[config.mk]
export PLATFORM = sky130hd
export DESIGN_NAME = integer_to_padded_text_top_flat
export DESIGN_NICKNAME = d
export VERILOG_FILES = /design/src/rtl/itpt_pkg.sv /design/src/rtl/itpt_if.sv /design/src/rtl/itpt_ctrl.sv /design/src/rtl/itpt_dp.sv /design/src/rtl/integer_to_padded_text_top.sv /design/src/flat_wrapper.sv
export SDC_FILE = /design/constraint.sdc
export NUM_CORES = 1
export LEC_CHECK = 0
export ABC_AREA = 1
export BUFFER_PORTS_ARGS = -buffer_cell sky130_fd_sc_hd__buf_2
export CORE_MARGIN = 5
export CORE_UTILIZATION = 67
export CTS_CLUSTER_SIZE = 10
export DETAILED_ROUTE_END_ITERATION = 16
export PLACE_DENSITY_LB_ADDON = 0.08
export SLEW_MARGIN = 10
export SYNTH_ARGS = -nofsm -noshare
export SYNTH_HDL_FRONTEND = slang
export SYNTH_SLANG_ARGS = --single-unit
[constraint.sdc]
create_clock -name clk -period 16.3 [get_ports clk]
set_input_delay 3.26 -clock clk [delete_from_list [all_inputs] [get_ports clk]]
set_output_delay 3.26 -clock clk [all_outputs]
set_load 0.02 [all_outputs]
[src/rtl/itpt_pkg.sv]
`default_nettype none
// ----------------------------------------------------------------------------
// itpt_pkg: shared types and constants for integer-to-padded-text
// Field widths, ASCII codes, controller/datapath command and status structs.
// ----------------------------------------------------------------------------
package itpt_pkg;

    localparam int VALUE_W   = 32;
    localparam int RADIX_W   = 5;
    localparam int MINW_W    = 6;
    localparam int CHAR_W    = 8;
    localparam int DIGIT_W   = 4;

    // Dividend bits retired per division cycle
    localparam int STEP_BITS = 8;

    localparam logic [RADIX_W-1:0] RADIX_MIN = 5'd2;
    localparam logic [RADIX_W-1:0] RADIX_MAX = 5'd16;

    localparam logic [CHAR_W-1:0] CH_ZERO    = 8'h30;
    localparam logic [CHAR_W-1:0] CH_UPPER_A = 8'h41;
    localparam logic [CHAR_W-1:0] CH_LOWER_A = 8'h61;
    localparam logic [CHAR_W-1:0] CH_MINUS   = 8'h2D;
    localparam logic [CHAR_W-1:0] CH_SPACE   = 8'h20;
    localparam logic [DIGIT_W-1:0] DEC_TEN   = 4'd10;

    typedef struct packed {
        logic [VALUE_W-1:0] value;
        logic [RADIX_W-1:0] radix;
        logic               negative;
        logic [MINW_W-1:0]  min_width;
        logic               left_align;
        logic               zero_pad;
        logic               upper_case;
    } in_item_t;

    typedef struct packed {
        logic load;      // capture a new transaction
        logic div_step;  // run one division chunk
        logic prep;      // size the padding and the run
        logic emit;      // stream characters
    } cmd_t;

    typedef struct packed {
        logic digit_done;  // current division finishes this cycle
        logic quo_zero;    // quotient after this cycle is zero
        logic final_char;  // last character enters the output register
    } status_t;

    function automatic logic [CHAR_W-1:0] digit_char(input logic [DIGIT_W-1:0] d,
                                                     input logic up);
        logic [CHAR_W-1:0] base;
        base = up ? CH_UPPER_A : CH_LOWER_A;
        if (d < DEC_TEN)
            digit_char = CH_ZERO + CHAR_W'(d);
        else
            digit_char = base + CHAR_W'(d - DEC_TEN);
    endfunction

endpackage
`default_nettype wire

[src/rtl/itpt_if.sv]
`default_nettype none
// ----------------------------------------------------------------------------
// itpt_if: handshake channels for integer-to-padded-text
// Input item channel and output character channel, valid/ready.
// ----------------------------------------------------------------------------
interface itpt_in_if;
    logic                          valid;
    logic                          ready;
    logic [itpt_pkg::VALUE_W-1:0]  value;
    logic [itpt_pkg::RADIX_W-1:0]  radix;
    logic                          negative;
    logic [itpt_pkg::MINW_W-1:0]   min_width;
    logic                          left_align;
    logic                          zero_pad;
    logic                          upper_case;

    modport source (output valid, value, radix, negative, min_width, left_align,
                    zero_pad, upper_case, input ready);
    modport sink   (input valid, value, radix, negative, min_width, left_align,
                    zero_pad, upper_case, output ready);
endinterface

interface itpt_out_if;
    logic                          valid;
    logic                          ready;
    logic [itpt_pkg::CHAR_W-1:0]   out_char;
    logic                          last;

    modport source (output valid, out_char, last, input ready);
    modport sink   (input valid, out_char, last, output ready);
endinterface
`default_nettype wire

[src/rtl/itpt_ctrl.sv]
`default_nettype none
// ----------------------------------------------------------------------------
// itpt_ctrl: sequencer for integer-to-padded-text
// Steps through capture, digit extraction, run sizing and character output.
// ----------------------------------------------------------------------------
module itpt_ctrl (
    input  wire logic              clk,
    input  wire logic              rst_n,
    input  wire logic              in_valid,
    output logic                   in_ready,
    input  wire itpt_pkg::status_t st,
    output itpt_pkg::cmd_t         cmd
);

    typedef enum logic [3:0] {
        S_IDLE = 4'b0001,
        S_DIV  = 4'b0010,
        S_PREP = 4'b0100,
        S_EMIT = 4'b1000
    } state_t;

    state_t state_reg;
    state_t state_next;

    always_comb
    begin
        state_next   = state_reg;
        cmd          = '0;
        in_ready     = 1'b0;
        unique case (state_reg)
            S_IDLE:
            begin
                in_ready = 1'b1;
                cmd.load = in_valid;
                if (in_valid)
                    state_next = S_DIV;
            end
            S_DIV:
            begin
                cmd.div_step = 1'b1;
                if (st.digit_done && st.quo_zero)
                    state_next = S_PREP;
            end
            S_PREP:
            begin
                cmd.prep   = 1'b1;
                state_next = S_EMIT;
            end
            S_EMIT:
            begin
                cmd.emit = 1'b1;
                if (st.final_char)
                    state_next = S_IDLE;
            end
            default:
            begin
                state_next = S_IDLE;
            end
        endcase
    end

    always_ff @(posedge clk or negedge rst_n)
    begin
        if (!rst_n)
            state_reg <= S_IDLE;
        else
            state_reg <= state_next;
    end

endmodule
`default_nettype wire

[src/rtl/itpt_dp.sv]
`default_nettype none
// ----------------------------------------------------------------------------
// itpt_dp: datapath for integer-to-padded-text
// Chunked radix divider, digit stack, pad counters and output register.
// ----------------------------------------------------------------------------
module itpt_dp #(
    parameter int VALUE_BITS = 32,
    parameter int MAX_WIDTH  = 32
) (
    input  wire logic                          clk,
    input  wire logic                          rst_n,
    input  wire itpt_pkg::cmd_t                cmd,
    output itpt_pkg::status_t                  st,
    input  wire itpt_pkg::in_item_t            item,
    input  wire logic                          out_ready,
    output logic                               out_valid,
    output logic [itpt_pkg::CHAR_W-1:0]        out_char,
    output logic                               out_last
);

    localparam int STEP   = itpt_pkg::STEP_BITS;
    localparam int DGW    = itpt_pkg::DIGIT_W;
    localparam int NCHUNK = (VALUE_BITS + STEP - 1) / STEP;
    localparam int QW     = NCHUNK * STEP;
    localparam int CHW    = (NCHUNK > 1) ? $clog2(NCHUNK) : 1;
    localparam int IN_BITS = (VALUE_BITS < itpt_pkg::VALUE_W) ? VALUE_BITS
                                                              : itpt_pkg::VALUE_W;
    localparam int DEPTH  = VALUE_BITS;
    localparam int DW     = $clog2(DEPTH + 1);
    localparam int RUN_MAX = (MAX_WIDTH > VALUE_BITS + 1) ? MAX_WIDTH : VALUE_BITS + 1;
    localparam int CW     = $clog2(RUN_MAX + 1);
    localparam int PW     = $clog2(MAX_WIDTH + 1);

    typedef enum logic [1:0] {
        K_SIGN,
        K_PAD,
        K_DIG
    } kind_t;

    // transaction settings
    logic [itpt_pkg::RADIX_W-1:0] radix_reg;
    logic [CW-1:0]                wid_reg;
    logic                         left_reg;
    logic                         zpad_reg;
    logic                         up_reg;
    logic                         sign_reg;

    // divider
    logic [QW-1:0]   quo_reg;
    logic [QW-1:0]   quo_next;
    logic [DGW-1:0]  rem_reg;
    logic [DGW-1:0]  rem_next;
    logic [CHW-1:0]  chunk_reg;
    logic [STEP-1:0] qbits;
    logic [DGW:0]    part;

    // digit stack, most significant digit at entry zero
    logic [DGW-1:0] dig_reg [DEPTH];
    logic [DW-1:0]  ndig_reg;

    // emission counters
    logic [PW-1:0] pad_reg;
    logic [CW-1:0] run_reg;
    logic [CW-1:0] len;
    logic [CW-1:0] pad_full;

    logic                        out_valid_reg;
    logic [itpt_pkg::CHAR_W-1:0] out_char_reg;
    logic                        out_last_reg;

    logic                        push;
    logic                        out_load;
    kind_t                       kind;
    logic [itpt_pkg::CHAR_W-1:0] char_next;

    // one chunk of restoring division, most significant bit first
    always_comb
    begin
        rem_next = rem_reg;
        qbits    = '0;
        part     = '0;
        for (int j = 0; j < STEP; j++)
        begin
            part = {rem_next, quo_reg[QW-1-j]};
            if (part >= radix_reg)
            begin
                part           = part - radix_reg;
                qbits[STEP-1-j] = 1'b1;
            end
            rem_next = part[DGW-1:0];
        end
    end

    generate
        if (NCHUNK > 1)
        begin : g_multi
            assign quo_next = {quo_reg[QW-STEP-1:0], qbits};
        end
        else
        begin : g_single
            assign quo_next = qbits;
        end
    endgenerate

    assign push          = cmd.div_step && st.digit_done;
    assign st.digit_done = (chunk_reg == CHW'(NCHUNK - 1));
    assign st.quo_zero   = (quo_next == '0);

    always_ff @(posedge clk)
    begin
        if (cmd.load)
        begin
            quo_reg   <= QW'(item.value[IN_BITS-1:0]);
            rem_reg   <= '0;
            chunk_reg <= '0;
        end
        else if (cmd.div_step)
        begin
            quo_reg <= quo_next;
            if (st.digit_done)
            begin
                rem_reg   <= '0;
                chunk_reg <= '0;
            end
            else
            begin
                rem_reg   <= rem_next;
                chunk_reg <= chunk_reg + CHW'(1);
            end
        end
    end

    always_ff @(posedge clk)
    begin
        if (cmd.load)
        begin
            if (item.radix < itpt_pkg::RADIX_MIN)
                radix_reg <= itpt_pkg::RADIX_MIN;
            else if (item.radix > itpt_pkg::RADIX_MAX)
                radix_reg <= itpt_pkg::RADIX_MAX;
            else
                radix_reg <= item.radix;
            if (item.min_width > itpt_pkg::MINW_W'(MAX_WIDTH))
                wid_reg <= CW'(MAX_WIDTH);
            else
                wid_reg <= CW'(item.min_width);
            left_reg <= item.left_align;
            zpad_reg <= item.zero_pad;
            up_reg   <= item.upper_case;
        end
    end

    // choose what the next character is
    always_comb
    begin
        if (left_reg)
            kind = sign_reg ? K_SIGN : ((ndig_reg != '0) ? K_DIG : K_PAD);
        else if (zpad_reg)
            kind = sign_reg ? K_SIGN : ((pad_reg != '0) ? K_PAD : K_DIG);
        else
            kind = (pad_reg != '0) ? K_PAD : (sign_reg ? K_SIGN : K_DIG);
    end

    always_comb
    begin
        case (kind)
            K_SIGN:  char_next = itpt_pkg::CH_MINUS;
            K_PAD:   char_next = (zpad_reg && !left_reg) ? itpt_pkg::CH_ZERO
                                                         : itpt_pkg::CH_SPACE;
            K_DIG:   char_next = itpt_pkg::digit_char(dig_reg[0], up_reg);
            default: char_next = itpt_pkg::CH_SPACE;
        endcase
    end

    assign len      = CW'(ndig_reg) + CW'(sign_reg);
    assign pad_full = (wid_reg > len) ? (wid_reg - len) : '0;
    assign out_load = cmd.emit && (run_reg != '0) && (!out_valid_reg || out_ready);
    assign st.final_char = out_load && (run_reg == CW'(1));

    // digit stack: push at entry zero, pop toward entry zero
    always_ff @(posedge clk)
    begin
        if (push)
        begin
            dig_reg[0] <= rem_next;
            for (int i = 1; i < DEPTH; i++)
                dig_reg[i] <= dig_reg[i-1];
        end
        else if (out_load && kind == K_DIG)
        begin
            for (int i = 0; i < DEPTH - 1; i++)
                dig_reg[i] <= dig_reg[i+1];
            dig_reg[DEPTH-1] <= '0;
        end
    end

    always_ff @(posedge clk or negedge rst_n)
    begin
        if (!rst_n)
        begin
            ndig_reg <= '0;
            sign_reg <= 1'b0;
            pad_reg  <= '0;
            run_reg  <= '0;
        end
        else
        begin
            if (cmd.load)
            begin
                ndig_reg <= '0;
                sign_reg <= item.negative;
            end
            else if (push)
            begin
                ndig_reg <= ndig_reg + DW'(1);
            end
            else if (cmd.prep)
            begin
                pad_reg <= PW'(pad_full);
                run_reg <= len + pad_full;
            end
            else if (out_load)
            begin
                run_reg <= run_reg - CW'(1);
                case (kind)
                    K_SIGN:  sign_reg <= 1'b0;
                    K_PAD:   pad_reg  <= pad_reg - PW'(1);
                    K_DIG:   ndig_reg <= ndig_reg - DW'(1);
                    default: ;
                endcase
            end
        end
    end

    always_ff @(posedge clk or negedge rst_n)
    begin
        if (!rst_n)
            out_valid_reg <= 1'b0;
        else if (out_load)
            out_valid_reg <= 1'b1;
        else if (out_ready)
            out_valid_reg <= 1'b0;
    end

    always_ff @(posedge clk)
    begin
        if (out_load)
        begin
            out_char_reg <= char_next;
            out_last_reg <= (run_reg == CW'(1));
        end
    end

    assign out_valid = out_valid_reg;
    assign out_char  = out_char_reg;
    assign out_last  = out_last_reg;

endmodule
`default_nettype wire

[src/rtl/integer_to_padded_text_top.sv]
`default_nettype none
// ----------------------------------------------------------------------------
// integer_to_padded_text_top: printf-style integer to padded ASCII text
// Converts a magnitude in radix 2..16 with sign, width and alignment options.
// ----------------------------------------------------------------------------
// Sequence: after acceptance the radix divider extracts the digits, retiring 8
//   dividend bits per cycle, then the sizing state S_PREP and the output register
//   load lead to the first valid character.
// Throughput: one character per cycle while the output channel is not stalled;
//   a new item is accepted only after the last character of the run is loaded.
// Reset: sequencer returns to idle and the output channel is emptied.
module integer_to_padded_text_top #(
    parameter int VALUE_BITS = 32,
    parameter int MAX_WIDTH  = 32
) (
    input  wire logic  clk,
    input  wire logic  rst_n,
    itpt_in_if.sink    item,
    itpt_out_if.source text
);

    itpt_pkg::cmd_t    cmd;
    itpt_pkg::status_t st;
    itpt_pkg::in_item_t in_item;

    assign in_item.value      = item.value;
    assign in_item.radix      = item.radix;
    assign in_item.negative   = item.negative;
    assign in_item.min_width  = item.min_width;
    assign in_item.left_align = item.left_align;
    assign in_item.zero_pad   = item.zero_pad;
    assign in_item.upper_case = item.upper_case;

    itpt_ctrl u_ctrl (
        .clk      (clk),
        .rst_n    (rst_n),
        .in_valid (item.valid),
        .in_ready (item.ready),
        .st       (st),
        .cmd      (cmd)
    );

    itpt_dp #(
        .VALUE_BITS (VALUE_BITS),
        .MAX_WIDTH  (MAX_WIDTH)
    ) u_dp (
        .clk       (clk),
        .rst_n     (rst_n),
        .cmd       (cmd),
        .st        (st),
        .item      (in_item),
        .out_ready (text.ready),
        .out_valid (text.valid),
        .out_char  (text.out_char),
        .out_last  (text.last)
    );

    // accepting a transaction leaves idle at once
    a_accept_busy: assert property (@(posedge clk) disable iff (!rst_n)
        (item.valid && item.ready) |=> !item.ready)
        else $error("input still ready after accepting a transaction");

    // the final character returns the sequencer to idle
    a_final_idle: assert property (@(posedge clk) disable iff (!rst_n)
        st.final_char |=> item.ready)
        else $error("not ready after the final character");

    // output only fills during the emission phase
    a_emit_only: assert property (@(posedge clk) disable iff (!rst_n)
        $rose(text.valid) |-> $past(cmd.emit))
        else $error("output valid outside emission");

endmodule
`default_nettype wire

[src/flat_wrapper.sv]
// flat-port wrapper written by rule: the top's interface ports become plain ports
module integer_to_padded_text_top_flat 
#(
    parameter int VALUE_BITS = 32,
    parameter int MAX_WIDTH  = 32
)
  (clk, rst_n, item_valid, item_value, item_radix, item_negative, item_min_width, item_left_align, item_zero_pad, item_upper_case, item_ready, text_valid, text_out_char, text_last, text_ready);
  itpt_in_if item_i ();
  itpt_out_if text_i ();
  input  wire logic clk;
  input  wire logic rst_n;
  input wire logic [$bits(item_i.valid)-1:0] item_valid;
  input wire logic [$bits(item_i.value)-1:0] item_value;
  input wire logic [$bits(item_i.radix)-1:0] item_radix;
  input wire logic [$bits(item_i.negative)-1:0] item_negative;
  input wire logic [$bits(item_i.min_width)-1:0] item_min_width;
  input wire logic [$bits(item_i.left_align)-1:0] item_left_align;
  input wire logic [$bits(item_i.zero_pad)-1:0] item_zero_pad;
  input wire logic [$bits(item_i.upper_case)-1:0] item_upper_case;
  output wire logic [$bits(item_i.ready)-1:0] item_ready;
  output wire logic [$bits(text_i.valid)-1:0] text_valid;
  output wire logic [$bits(text_i.out_char)-1:0] text_out_char;
  output wire logic [$bits(text_i.last)-1:0] text_last;
  input wire logic [$bits(text_i.ready)-1:0] text_ready;
  assign item_i.valid = item_valid;
  assign item_i.value = item_value;
  assign item_i.radix = item_radix;
  assign item_i.negative = item_negative;
  assign item_i.min_width = item_min_width;
  assign item_i.left_align = item_left_align;
  assign item_i.zero_pad = item_zero_pad;
  assign item_i.upper_case = item_upper_case;
  assign item_ready = item_i.ready;
  assign text_valid = text_i.valid;
  assign text_out_char = text_i.out_char;
  assign text_last = text_i.last;
  assign text_i.ready = text_ready;
  integer_to_padded_text_top #(.VALUE_BITS(VALUE_BITS), .MAX_WIDTH(MAX_WIDTH)) u_core (.clk(clk), .rst_n(rst_n), .item(item_i), .text(text_i));
endmodule
==> run_results.csv, run 1 <==
group,metric,value,unit
sta,rsz0062_at_grt,"false",
detailed_routing,drt_wl_total,23900,um
logic_synthesis,synth_adder_area_share,0.0887,
critical_path,critPathSlowestCell,"edfxtp_1",
die,die_w,145,um
logic_synthesis,synth_mux_area_frac,0,
logic_synthesis,ys.flop_type,"edfxtp_1",
critical_path,path_depth,68,
layout,largest_reg_flops,128,
critical_path,cp.buffers_inverters,10,
global_routing,antenna_found_initial,0,
global_routing,grt_pass1_vias,8597,
cts,cts_resized,0,
critical_path,critPathCapture,"u_core.u_ctrl.state_reg[0]",
die,fp.dieH,145,um
detailed_routing,dr.pass1.iters,5,
logic_synthesis,yosys_warnings,0,
global_routing,grt_max_degree,78,
global_routing,grt_pass1_wl,40600,um
sta,max_slew_margin,0.288,
logic_synthesis,synth_compound_area_frac,0.0765,
logic_synthesis,synth-async-reset-ratio,0.113,
sta,period_needed,11.23,ns
logic_synthesis,synthDistinctLibCells,47,
logic_synthesis,syn-cell-area,12200,um^2
logic_synthesis,synth_area_leader_cell,"edfxtp_1",
detailed_routing,postRouteAntennaNets,0,
cts,postCtsHoldBufs,0,
cts,htreeDepth,1,
sta,setup_viol,0,
critical_path,cp-start-kind,"flip-flop",
min_path,hp-start,"u_core.u_dp.rem_reg[3]",
logic_synthesis,synth_area_leaders,"edfxtp_1 (45%), nand2_1 (16%), ha_1 (7.1%)",
layout,layout.nets,1572,
cts,clock-root-buffer,"clkbuf_16",
sta,fin_tns_setup,0,ns
sta,hold_viol_final,0,
cts,cts_tree,"built",
sta,fin_crit_sh,0.689,
critical_path,critPathMaxStageDelay,0.72,ns
global_routing,grt_use_total,0.225,
sta,slew_viol_final,0,
detailed_routing,vias,9122,
die,initial_core_util,0.680,
global_routing,grt_overflow,0,
logic_synthesis,synthXorXnorAreaFrac,0.0229,
place,place_congestion,0.897,
critical_path,end_kind,"flip-flop",
logic_synthesis,yosysTopAreaCellShare,0.450,
critical_path,critical_path_class,"flip-flop to flip-flop",
critical_path,worstPathRequired,16.73,ns
outcome,status,"finished clean",
logic_synthesis,yosysSeqAreaShare,0.509,
detailed_routing,avgRoutedWirePerCell,14.2,um
critical_path,cp_top_family,"simple AND/OR/NAND/NOR gates",
cts,cts.sinks,213,
critical_path,r2r-start,"u_core.u_dp.radix_reg[1]",
layout,n_antenna_cell,0,
critical_path,crit_top_cell,"nand2_1",
detailed_routing,via_per_inst,5.41,
die,pin_count,62,
logic_synthesis,yosys.area_share.simple,0.230,
die,fp-row-count,49,
logic_synthesis,synth_seq_cells,213,
flow_run,max_cap_violations,0,
sta,worst_clock_skew,0.0175,ns
logic_synthesis,synth_edf_count,183,
die,core-area,18000,um^2
min_path,hold_class,"flip-flop to flip-flop",
layout,area_delta_synth_final,8.65,%
cts,clkLatencyLatePin,0.51,ns
logic_synthesis,mappedNetlistNets,1519,
place,hpwl,16200,um
cts,cts_buffers,25,
place,portBuffers,61,
detailed_routing,drc,0,
sta,fmax,89.0,MHz
cts,cts.clk_slew.worst_paths,0.06,ns
layout,fillers,1305,
critical_path,reg2reg_setup_slack,5.07,ns
logic_synthesis,avgSynthCellArea,8.80,um^2
cts,cts_setup_buffers,0,
logic_synthesis,synth_top_family_by_area,"simple AND/OR/NAND/NOR gates",
critical_path,startpoint,"u_core.u_dp.radix_reg[1]",
critical_path,rr_worst_depth,68,
sta,tightestPinTransition,1.07,ns
critical_path,worstPathArrival,11.66,ns
critical_path,worst_r2r_endpoint,"u_core.u_ctrl.state_reg[0]",
logic_synthesis,synth_cells,1388,
cts,cts_buffer_depth,3,
die,die_area,21000,um^2
layout,layout-drive-gt1-share,0.0885,
detailed_routing,drt-initial-drc-count,796,
critical_path,cp_max_fo,9,
## how the worst min path moves through the flow
stage	slack [ns]	cells after the start	endpoint
floorplan	0.43	2	u_core.u_dp.rem_reg[3]
global placement	0.46	2	u_core.u_dp.rem_reg[3]
detailed placement	0.46	2	u_core.u_dp.rem_reg[3]
CTS	0.47	2	u_core.u_dp.rem_reg[3]
global route	0.52	2	u_core.u_dp.rem_reg[3]
finish	0.47	2	u_core.u_dp.rem_reg[3]
## per-stage QoR
step / utilization / setup WS, ns / cells / hold WS (ns) / instance area, um^2
detailed placement: 0.700 / 5.22 / 1643 / 0.461 / 12600
CTS: 0.739 / 5.18 / 1687 / 0.468 / 13300
floorplan: - / 7.02 / 1388 / 0.430 / 12200
global placement: 0.700 / 5.84 / 1643 / 0.457 / 12600
global route: 0.739 / 3.83 / 1687 / 0.516 / 13300
finish: 0.739 / 5.07 / 1687 / 0.469 / 13300
## layout by cell type, fill, tap and decap left out, drive strengths merged, types with 2 or more instances in the layout
cell / instances
nand2: 517
edfxtp: 183
inv: 165
o21ai: 129
nor2: 81
ha: 69
buf: 65
nand3: 54
clkbuf: 42
a21oi: 26
dfrtp: 23
xor2: 17
xnor2: 15
fa: 11
nor3: 10
nand4: 9
or2: 7
dfxtp: 6
and2: 4
a31oi: 4
a211oi: 3
o211ai: 3
a21o: 3
clkinv: 2
## routing by layer
metal	wire length (um)	GRT usage	up-vias
li1	-	-	4633
met1	11200	0.333	4232
met2	11100	0.360	223
met3	1230	0.0340	34
met4	417	0.0457	0
met5	0	0	-
## tightest hold or removal path, stage by stage, from the launching register on
cell     delay, ns
dfxtp_1       0.31
nand2_1       0.06
nand2_1       0.05
## synthesized netlist by cell type, types with 4 or more instances
library cell	number
a21oi_1	26
and2_1	4
buf_2	17
buf_4	4
buf_6	12
clkbuf_1	6
dfrtp_1	23
dfxtp_1	6
edfxtp_1	183
fa_1	11
ha_1	69
inv_1	154
inv_2	11
nand2_1	511
nand2_2	4
nand3_1	53
nand4_1	9
nor2_1	77
nor2_2	4
nor3_1	6
o21ai_0	111
o21ai_1	15
or2_2	6
xnor2_1	15
xor2_1	17
## cell type report
cell class	count	area, um^2	area share
clock buffers	42	689	0.0519
clock inverters	2	8.76	0.000660
inverters	165	619	0.0467
multi-input cells	971	5120	0.386
flip-flops and latches	213	6220	0.468
well taps	229	287	0.0216
repair buffers	65	335	0.0253
## logic make-up (layout without fill, tap and decap cells)
logic type / count (synthesis) / in the layout
AO/OA/AOI/OAI: 172 / 172
XOR/XNOR: 32 / 32
adder cells (fa/ha/maj): 80 / 80
buffers and inverters: 204 / 274
flip-flops: 213 / 213
AND/OR/NAND/NOR: 687 / 687
Power of run 1 is not shown: default switching activity piles up to over one toggle a cycle in this logic, so the estimate is an artifact.
==> inputs of run 2 (changes only) <==
Settings changed: CORE_UTILIZATION 67 to 62.
Clock period 16.3 ns to 11.7 ns, I/O delays scaled along.
==> run_results.csv, run 2 (synthesis gave the netlist of run 1 again) <==
group,metric,value,unit
cts,cts_buffer_depth,3,
flow_run,max_cap_violations,0,
critical_path,cp_max_fo,9,
place,portBuffers,61,
die,core-area,19500,um^2
critical_path,worstPathArrival,10.83,ns
die,die_area,22600,um^2
die,pin_count,62,
sta,hold_viol_final,0,
global_routing,grt_overflow,0,
place,postPlaceCellArea,12600,um^2
place,place_congestion,0.895,
critical_path,cp.buffers_inverters,11,
critical_path,end_kind,"flip-flop",
detailed_routing,postRouteAntennaNets,0,
detailed_routing,vias,8930,
critical_path,crit_top_cell,"nand2_1",
layout,n_antenna_cell,0,
sta,fmax,96.4,MHz
global_routing,grt_max_degree,78,
global_routing,grt_use_total,0.215,
sta,fin_crit_sh,0.886,
layout,regArea,6220,um^2
layout,final_cell_mix,"nand2_1 (511), edfxtp_1 (183), inv_1 (152), o21ai_0 (110), nor2_1 (74)",
sta,rsz0062_at_grt,"false",
cts,htreeDepth,1,
detailed_routing,drt_wl_total,23800,um
critical_path,cp-start-kind,"flip-flop",
cts,cts_buffers,25,
critical_path,critPathMaxStageDelay,0.35,ns
place,hpwl,16200,um
detailed_routing,avgRoutedWirePerCell,13.8,um
die,die_w,150,um
layout,largest_reg_flops,128,
sta,worst_clock_skew,0.0134,ns
sta,setup_viol,0,
cts,cts_tree,"built",
die,fp-row-count,51,
detailed_routing,via_per_inst,5.20,
die,initial_core_util,0.628,
layout,area_delta_synth_final,9.14,%
cts,clock-root-buffer,"clkbuf_16",
global_routing,grt_pass1_wl,40000,um
critical_path,critPathSlowestCell,"ha_1",
layout,fillers,1585,
critical_path,cp_top_family,"simple AND/OR/NAND/NOR gates",
critical_path,critical_path_class,"flip-flop to flip-flop",
detailed_routing,dr.pass1.iters,5,
layout,layout_commonest_cell,"nand2_1",
global_routing,antenna_found_initial,0,
layout,layout-drive-gt1-share,0.0929,
sta,slew_viol_final,0,
sta,max_slew_margin,0.289,
detailed_routing,drt-initial-drc-count,636,
cts,clkLatencyLatePin,0.53,ns
critical_path,worstPathRequired,12.15,ns
cts,postCtsHoldBufs,0,
sta,tightestPinTransition,1.06,ns
layout,multi_input_area,5130,um^2
cts,cts.sinks,213,
detailed_routing,drc,0,
layout,layout.nets,1574,
cts,cts.clk_slew.worst_paths,0.06,ns
min_path,hold_class,"flip-flop to flip-flop",
sta,period_needed,10.37,ns
sta,fin_tns_setup,0,ns
die,fp.dieH,150,um
layout,final_area,13300,um^2
sta,whs,0.466,ns
global_routing,grt_pass1_vias,8528,
outcome,status,"finished clean",
[run 2: through the flow]
stage                     setup WS [ns]  std cells  utilization
after floorplan                    2.42       1388            -
after global placement             1.40       1681        0.649
after detailed placement          0.964       1681        0.649
after CTS                         0.912       1718        0.685
after global routing             0.0300       1718        0.685
final                              1.33       1718        0.685
[run 2: area by class of cell]
cell class / count / area share
clock buffer: 35 / 0.0497
multi-input combinational: 971 / 0.384
timing repair buffer: 67 / 0.0263
inverter: 165 / 0.0467
tap: 265 / 0.0249
clock inverter: 2 / 0.00178
sequential: 213 / 0.466
[run 2: worst register-to-register path: cells and delay by family (launching register included)]
family	cells	cell delay, ns
and+or+nand+nor	49	5.54
adders and majority gates	8	2.42
buffers and inverters	11	1.29
AOI/OAI and AO/OA	4	0.69
DFF	1	0.32
[run 2: layer usage]
metal,part of all wire,GRT usage,up-vias,wire [um]
met3,0.051,0.0346,40,1210
met5,0,0,-,0
li1,-,-,4636,-
met4,0.019,0.0517,0,460
met1,0.48,0.315,4061,11400
met2,0.45,0.339,193,10700
[run 2: final timing paths]
| path | from | endpoint | cells past startpoint | slack, ns |
|---|---|---|---|---|
| min in group asynchronous | rst_n | u_core.u_dp.pad_reg[0] | 1 | 1.79 |
| max | u_core.u_dp.radix_reg[1] | u_core.u_ctrl.state_reg[0] | 72 | 1.33 |
| min | u_core.u_dp.rem_reg[3] | u_core.u_dp.rem_reg[3] | 2 | 0.47 |
| min reg2reg | u_core.u_dp.rem_reg[3] | u_core.u_dp.rem_reg[3] | 2 | 0.47 |
| max in group asynchronous | rst_n | u_core.u_ctrl.state_reg[0] | 1 | 9.52 |
| max reg2reg | u_core.u_dp.radix_reg[1] | u_core.u_ctrl.state_reg[0] | 72 | 1.33 |
[run 2: timing repair]
action	CTS	global route
buffers inserted	0	0
hold endpoints to repair	0	0
setup endpoints to repair	0	12
resized for setup	0	5
Power of run 2 is left out for the same reason.
==> inputs of run 3 (changes only) <==
Settings changed: ABC_CLOCK_PERIOD_IN_PS set to 11000.
Clock period 11.7 ns to 11 ns, I/O delays scaled along.
==> run_results.csv, run 3 (synthesis gave the netlist of run 1 again) <==
group,metric,value,unit
layout,largest_reg_flops,128,
global_routing,grt_overflow,0,
layout,layout.nets,1586,
cts,cts.sinks,213,
detailed_routing,postRouteAntennaNets,0,
critical_path,critical_path_class,"flip-flop to flip-flop",
layout,fin_cells,1733,
detailed_routing,dr.pass1.iters,5,
detailed_routing,drc,0,
critical_path,cp_max_fo,9,
detailed_routing,vias,9127,
detailed_routing,drt-initial-drc-count,649,
min_path,hp-start,"u_core.u_dp.rem_reg[3]",
cts,cts.clk_slew.worst_paths,0.06,ns
sta,setup_viol,0,
layout,fillers,1566,
layout,final_area,13500,um^2
layout,multi_input_area,5150,um^2
critical_path,crit_top_cell,"nand2_1",
cts,clkLatencyLatePin,0.51,ns
critical_path,end_kind,"flip-flop",
layout,layout_commonest_cell,"nand2_1",
global_routing,antenna_found_initial,0,
place,hpwl,16300,um
min_path,hold_class,"flip-flop to flip-flop",
critical_path,critPathSlowestCell,"o21ai_0",
critical_path,r2r-start,"u_core.u_dp.radix_reg[1]",
die,die_area,22600,um^2
sta,worst_clock_skew,0.00966,ns
cts,htreeDepth,1,
sta,slew_viol_final,0,
layout,layout-drive-gt1-share,0.102,
die,core-area,19500,um^2
outcome,status,"finished clean",
global_routing,grt_pass1_vias,8497,
flow_run,max_cap_violations,0,
cts,postCtsHoldBufs,0,
sta,period_needed,10.09,ns
die,fp.dieH,150,um
layout,regArea,6220,um^2
cts,cts_tree,"built",
detailed_routing,via_per_inst,5.27,
global_routing,grt_pass1_wl,40000,um
critical_path,startpoint,"u_core.u_dp.radix_reg[1]",
die,pin_count,62,
sta,fin_crit_sh,0.917,
sta,max_slew_margin,0.260,
global_routing,grt_max_degree,78,
place,dp.cells,1685,
place,place_congestion,0.869,
critical_path,cp-start-kind,"flip-flop",
layout,final_cell_mix,"nand2_1 (511), edfxtp_1 (183), inv_1 (152), o21ai_0 (110), nor2_1 (73)",
sta,fin_tns_setup,0,ns
layout,n_antenna_cell,0,
cts,cts_buffer_depth,3,
die,die_w,150,um
cts,cts_buffers,26,
global_routing,grt_use_total,0.215,
die,fp-row-count,51,
sta,hold_viol_final,0,
critical_path,worstPathRequired,11.23,ns
critical_path,critPathMaxStageDelay,0.33,ns
detailed_routing,drt_wl_total,23900,um
die,initial_core_util,0.628,
layout,area_delta_synth_final,10.4,%
place,portBuffers,61,
sta,fmax,99.1,MHz
detailed_routing,avgRoutedWirePerCell,13.8,um
place,postPlaceCellArea,12700,um^2
sta,whs,0.473,ns
cts,clock-root-buffer,"clkbuf_16",
critical_path,worstPathArrival,10.32,ns
sta,tightestPinTransition,1.11,ns
-- run 3: changes by cell type in the layout (fill, tap and decap cells not counted), sizes merged --
cell | previous run | this run
clkinv | 1 | 3
buf | 67 | 78
inv | 165 | 164
clkbuf | 35 | 37
clkinvlp | 1 | 2
-- run 3: final timing paths --
kind                                              end  slack [ns]  cells past startpoint
hold reg to reg                u_core.u_dp.rem_reg[3]        0.47                      2
max in group asynchronous  u_core.u_ctrl.state_reg[1]        8.93                      1
hold / removal                 u_core.u_dp.rem_reg[3]        0.47                      2
setup / recovery            u_core.u_dp.dig_reg[0][0]        0.91                     68
min in group asynchronous      u_core.u_dp.pad_reg[2]        1.68                      1
setup reg to reg            u_core.u_dp.dig_reg[0][0]        0.91                     68
-- run 3: worst max-delay path, delay by kind of cell (launching register included) --
| family | cells | cell delay, ns |
|---|---|---|
| buf+inv | 11 | 1.17 |
| fa+ha+maj | 8 | 2.32 |
| simple gates | 45 | 5.39 |
| compound gates | 4 | 0.63 |
| flops | 1 | 0.32 |
-- run 3: timing repair --
item                       in CTS  in global routing
gates resized for setup         0                 10
setup buffers                   0                  7
setup endpoints to repair       0                 12
-- run 3: through the flow --
stage                     setup slack (ns)  utilization
after global placement               0.717        0.651
after detailed placement             0.427        0.651
after CTS                            0.388        0.689
after global routing               -0.0645        0.693
after floorplan                       1.72            -
final                                0.911        0.693
-- run 3: layout make-up --
cell class | instances | share of cell area
multi-input combinational | 971 | 0.382
sequential | 213 | 0.461
tap | 265 | 0.0246
inverter | 165 | 0.0462
clock buffer | 37 | 0.0529
timing repair buffer | 78 | 0.0321
clock inverter | 4 | 0.00148
-- run 3: per-layer routing --
layer,routed length [um],vias up,global-route usage
li1,-,4657,-
met1,11500,4208,0.319
met2,10600,223,0.336
met3,1250,39,0.0298
met4,598,0,0.0558
met5,0,-,0
Power of run 3 is left out for the same reason.
